<file path="src/dbpa_pkg.sv">
`timescale 1ns / 1ps
package dbpa_pkg;
  localparam logic [2:0] ST_OK       = 3'd0;
  localparam logic [2:0] ST_NOROOM   = 3'd1;
  localparam logic [2:0] ST_EMPTY    = 3'd2;
  localparam logic [2:0] ST_NULLFILL = 3'd3;
  localparam logic [2:0] ST_OVERFILL = 3'd4;
  localparam logic [2:0] ST_NOTLIVE  = 3'd5;
  localparam logic [2:0] ST_BADSLOT  = 3'd6;

  localparam logic [1:0] OP_ALLOC = 2'd0;
  localparam logic [1:0] OP_FILL  = 2'd1;
  localparam logic [1:0] OP_FREE  = 2'd2;
  localparam logic [1:0] OP_READ  = 2'd3;

  localparam logic [15:0] BUCKET_SIZE_RESET = 16'd4096;

  // controller to datapath
  typedef struct packed {
    logic capture;  // latch input word, issue first reads
    logic decide;   // evaluate and commit
    logic swap;     // free: write last record into freed slot
    logic finish;   // build result word
  } dbpa_cmd_t;

  // datapath to controller
  typedef struct packed {
    logic init_done;
    logic is_free_ok;
  } dbpa_stat_t;
endpackage

</file>
<file path="src/dbpa_ctrl.sv">
`timescale 1ns / 1ps
module dbpa_ctrl (
  input  logic                 clk,
  input  logic                 rst_n,
  input  logic                 in_valid,
  output logic                 in_ready,
  output logic                 out_valid,
  input  logic                 out_ready,
  output dbpa_pkg::dbpa_cmd_t  cmd,
  input  dbpa_pkg::dbpa_stat_t stat
);
  import dbpa_pkg::*;

  typedef enum logic [5:0] {
    S_INIT   = 6'b000001,
    S_IDLE   = 6'b000010,
    S_DECIDE = 6'b000100,
    S_SWAP   = 6'b001000,
    S_FIN    = 6'b010000,
    S_OUT    = 6'b100000
  } state_t;

  state_t state_r, state_nxt;

  assign in_ready  = (state_r == S_IDLE);
  assign out_valid = (state_r == S_OUT);

  always_comb begin
    state_nxt = state_r;
    cmd = '0;
    case (state_r)
      S_INIT: if (stat.init_done) state_nxt = S_IDLE;
      S_IDLE: begin
        cmd.capture = in_valid;
        if (in_valid) state_nxt = S_DECIDE;
      end
      S_DECIDE: begin
        cmd.decide = 1'b1;
        state_nxt = S_SWAP;
      end
      S_SWAP: begin
        cmd.swap = stat.is_free_ok;
        state_nxt = S_FIN;
      end
      S_FIN: begin
        cmd.finish = 1'b1;
        state_nxt = S_OUT;
      end
      S_OUT: if (out_ready) state_nxt = S_IDLE;
      default: state_nxt = S_INIT;
    endcase
  end

  always_ff @(posedge clk) begin
    if (!rst_n) state_r <= S_INIT;
    else state_r <= state_nxt;
  end

`ifndef SYNTHESIS
  a_no_overlap: assert property (@(posedge clk) disable iff (!rst_n)
    !(in_ready && out_valid)) else $error("ready during result");
  a_cap_decide: assert property (@(posedge clk) disable iff (!rst_n)
    cmd.capture |=> cmd.decide) else $error("capture not followed by decide");
  a_out_hold: assert property (@(posedge clk) disable iff (!rst_n)
    (out_valid && !out_ready) |=> out_valid) else $error("result dropped");
`endif
endmodule

</file>
<file path="config.mk">
export PLATFORM = sky130hd
export DESIGN_NAME = dbpa_ctrl
export DESIGN_NICKNAME = d
export VERILOG_FILES = /design/src/dbpa_pkg.sv /design/src/dbpa_ctrl.sv
export SDC_FILE = /design/constraint.sdc
export NUM_CORES = 1
export LEC_CHECK = 0
export BUFFER_PORTS_ARGS = -buffer_cell sky130_fd_sc_hd__buf_4
export CORE_AREA = 3 3 40 42
export CTS_BUF_LIST = sky130_fd_sc_hd__clkbuf_8
export CTS_CLUSTER_DIAMETER = 60
export CTS_CLUSTER_SIZE = 20
export DETAILED_ROUTE_END_ITERATION = 8
export DIE_AREA = 0 0 43 45
export PLACE_DENSITY_LB_ADDON = 0.08
export SLEW_MARGIN = 25
export SYNTH_ARGS = -nofsm -noshare
export SYNTH_HDL_FRONTEND = slang
export SYNTH_SLANG_ARGS = --single-unit
export TNS_END_PERCENT = 50
</file>
<file path="constraint.sdc">
create_clock -name clk -period 1.53 [get_ports clk]
set_input_delay 0.153 -clock clk [delete_from_list [all_inputs] [get_ports clk]]
set_output_delay 0.153 -clock clk [all_outputs]
set_load 0.005 [all_outputs]
</file>
==> impl_results.md <==
* Post-Place Setup Slack at -0.104 ns
* Detailed Place HPWL at 700 um
* Worst reg2reg path endpoint: state_r[1]$_SDFFE_PN0P_
* Final setup viols at 6
* Commonest cells post-synth: dfxtp_1, nor2_1, inv_1
* Leak at 0.299 nW
* Top reg by flops: state_r
* Worst Hold Launch: out_ready
* Die Ht at 45 um
* Reg area at 121 um2
* Core Footprint at 0.00128 mm2
* Post-route ant nets at 0
* Max-cap violations at 0
* Failing checks: negative setup slack
* Worst reg2reg path depth at 5
* Gr usage total at 10.9%
* Register area share after synthesis at 37.1%
* H-tree depth at 1
* Status: finished, violations left
* Crit path max fanout at 2
* Fraction of registers with async set/reset at 0%
* Final hold slack at 0.229 ns
* Post-layout min period at 1.83 ns
* DRT Pass-1 Iters at 3
* Period utilization at 120%
* Inserted Diodes at 0
* I/O pin total at 12
* Chip width at 43 um
* Clock sinks at 6
* Die area at 0.00194 mm2
* Worst hold path class: input port to flip-flop
* Layout cells sized above 1 at 55.4%
* Starting DRT DRC Count at 1
* FILL cells at 140
* Largest cells by area after synthesis: dfxtp_1, nor2_1, nand4b_1, xor2_1, nand2b_1
* Max FFs per register at 6
* CTS max path bufs at 2
* Via count at 363
* Max Slew Vio Count at 0
* Largest registers: state_r x6
* Relative slew slack at 83.6%
* Worst skew pair latency at 0.23 ns
* CP Data Arrival Time at 1.68 ns
* Nets at 73
* Min-Delay Endpoint: state_r[5]$_SDFFE_PN0P_
* DP Area at 500 um2
* Reg2reg setup slack at -0.21 ns
* Post-Syn Area per Cell at 8.53 um2
* Largest net degree at the start of global routing at 7
* Design area at 593 um2
* Mapped cell area at 324 um2
* Setup crit start kind: flip-flop
* Cell count of the worst hold path at 3
* Final Core Density at 46.2%
* Setup TNS at -1.16 ns
* PortBufs at 11
* Grt total ovfl at 0
* Dpl cells at 74
* TritonCTS clock tree: yes
* Worst Tran Pin Value at 0.245 ns
* Area growth syn-to-layout at 83.0%
* Yosys cell types at 22
* Achievable Freq at 546 MHz
* Post-synthesis cell count at 38
* Number of flops mapped to enable cells by yosys at 0
* Global-route wire length before repair at 1510 um
* Synth top area share at 37.1%
* WL final at 928 um
* Ys flop type: dfxtp_1
* Final WS setup at -0.303 ns
* CP Data Required Time at 1.38 ns
* Area of the multi-input gates at 204 um2
* Antenna violations before repair at 0
* Wirelength per Cell at 11.6 um
* Starting Density at 25.2%
* Hold_buf cts at 0
* Crit. End Element: output pin
* Final hold violation count at 0
* Final Skew at 0.00635 ns
* Area leader, netlist: dfxtp_1
* Worst vdd ir at 0.000472 V
* Routability congestion estimate at 0.704
* Power Density at 953 mW/mm2
* Post-Syn Nets at 44
* Final Power at 0.565 mW
* Synth warnings at 0
* Unrepaired setup endpoints after global routing: true
* Reg2Reg Launch Point: state_r[4]$_SDFFE_PN0P_
* Number of vias per cell at 4.54
* Total CTS buffers at 3
* Number of synthesized register bits at 6
* DRC violations left at 0
* Root Buffer: clkbuf_8
* Vias in the first global route at 364
* Layout Cells excl Fill at 80
* Site row count at 13
* Clk pin slew, worst setup/hold paths at 0.04 ns
* CP Class: flip-flop to output pin
[worst max-delay path by stage]
stage | from | endpoint
floorplan | state_r[2]$_SDFFE_PN0P_ | state_r[0]$_SDFFE_PN1P_
detailed placement | state_r[2]$_SDFFE_PN0P_ | state_r[0]$_SDFFE_PN1P_
CTS | state_r[4]$_SDFFE_PN0P_ | out_valid
finish | state_r[4]$_SDFFE_PN0P_ | out_valid
global placement | state_r[2]$_SDFFE_PN0P_ | state_r[0]$_SDFFE_PN1P_
global route | state_r[4]$_SDFFE_PN0P_ | out_valid
[cell families (layout without fill, tap and decap cells)]
| kind of cell | after synthesis | count (layout) | synth area share, % |
|---|---|---|---|
| XOR/XNOR | 2 | 2 | 5.41 |
| AO/OA/AOI/OAI | 5 | 5 | 11.2 |
| flip-flops | 6 | 6 | 37.1 |
| buffers and inverters | 4 | 31 | 5.02 |
| AND/OR/NAND/NOR | 21 | 21 | 41.3 |
[worst max-delay path, cell delays in order (launching register included)]
cell,delay [ns]
dfxtp_2,0.31
or4_4,0.53
or3b_4,0.41
clkinv_4,0.06
buf_6,0.08
buf_6,0.08
[routing by layer]
metal  part of all wire (%)  routed length, um  track usage (%)  up-vias
li1                       -                  -                -      186
met1                     44                411             11.2      166
met2                     48                441             18.3       11
met3                    8.1                 75             7.97        0
met4                      0                  0             1.81        0
met5                      0                  0                0        -
[cell type report]
class                      count  area share, %
timing repair buffer          24           31.6
clock buffer                   3           6.96
inverter                       4           3.38
sequential                     6           20.5
tap                           15           3.16
multi-input combinational     28           34.4
[placed cells by master, fill, tap and decap left out, types with 2 or more instances in the layout]
cell type,count
buf_4,22
dfxtp_1,5
clkbuf_8,3
inv_1,3
nand2b_1,2
nand4b_1,2
buf_6,2
xor2_1,2
nor2_1,5
[power by group]
group          total, mW  leakage (nW)  internal (mW)  switching, mW
combinational      0.150         0.228         0.0822         0.0674
sequential         0.177        0.0494          0.168        0.00823
clock              0.239        0.0216          0.169         0.0698
total              0.565         0.299          0.420          0.145
[what timing repair did]
item                                   CTS  global route
buffers inserted                         2             1
endpoints found under the hold margin    0             0
gates resized for setup                  7             1
pin swaps                                4             2
gates cloned                             0             0
setup endpoints to repair                8             7
No activity file was read; power rests on OpenSTA's default activity.
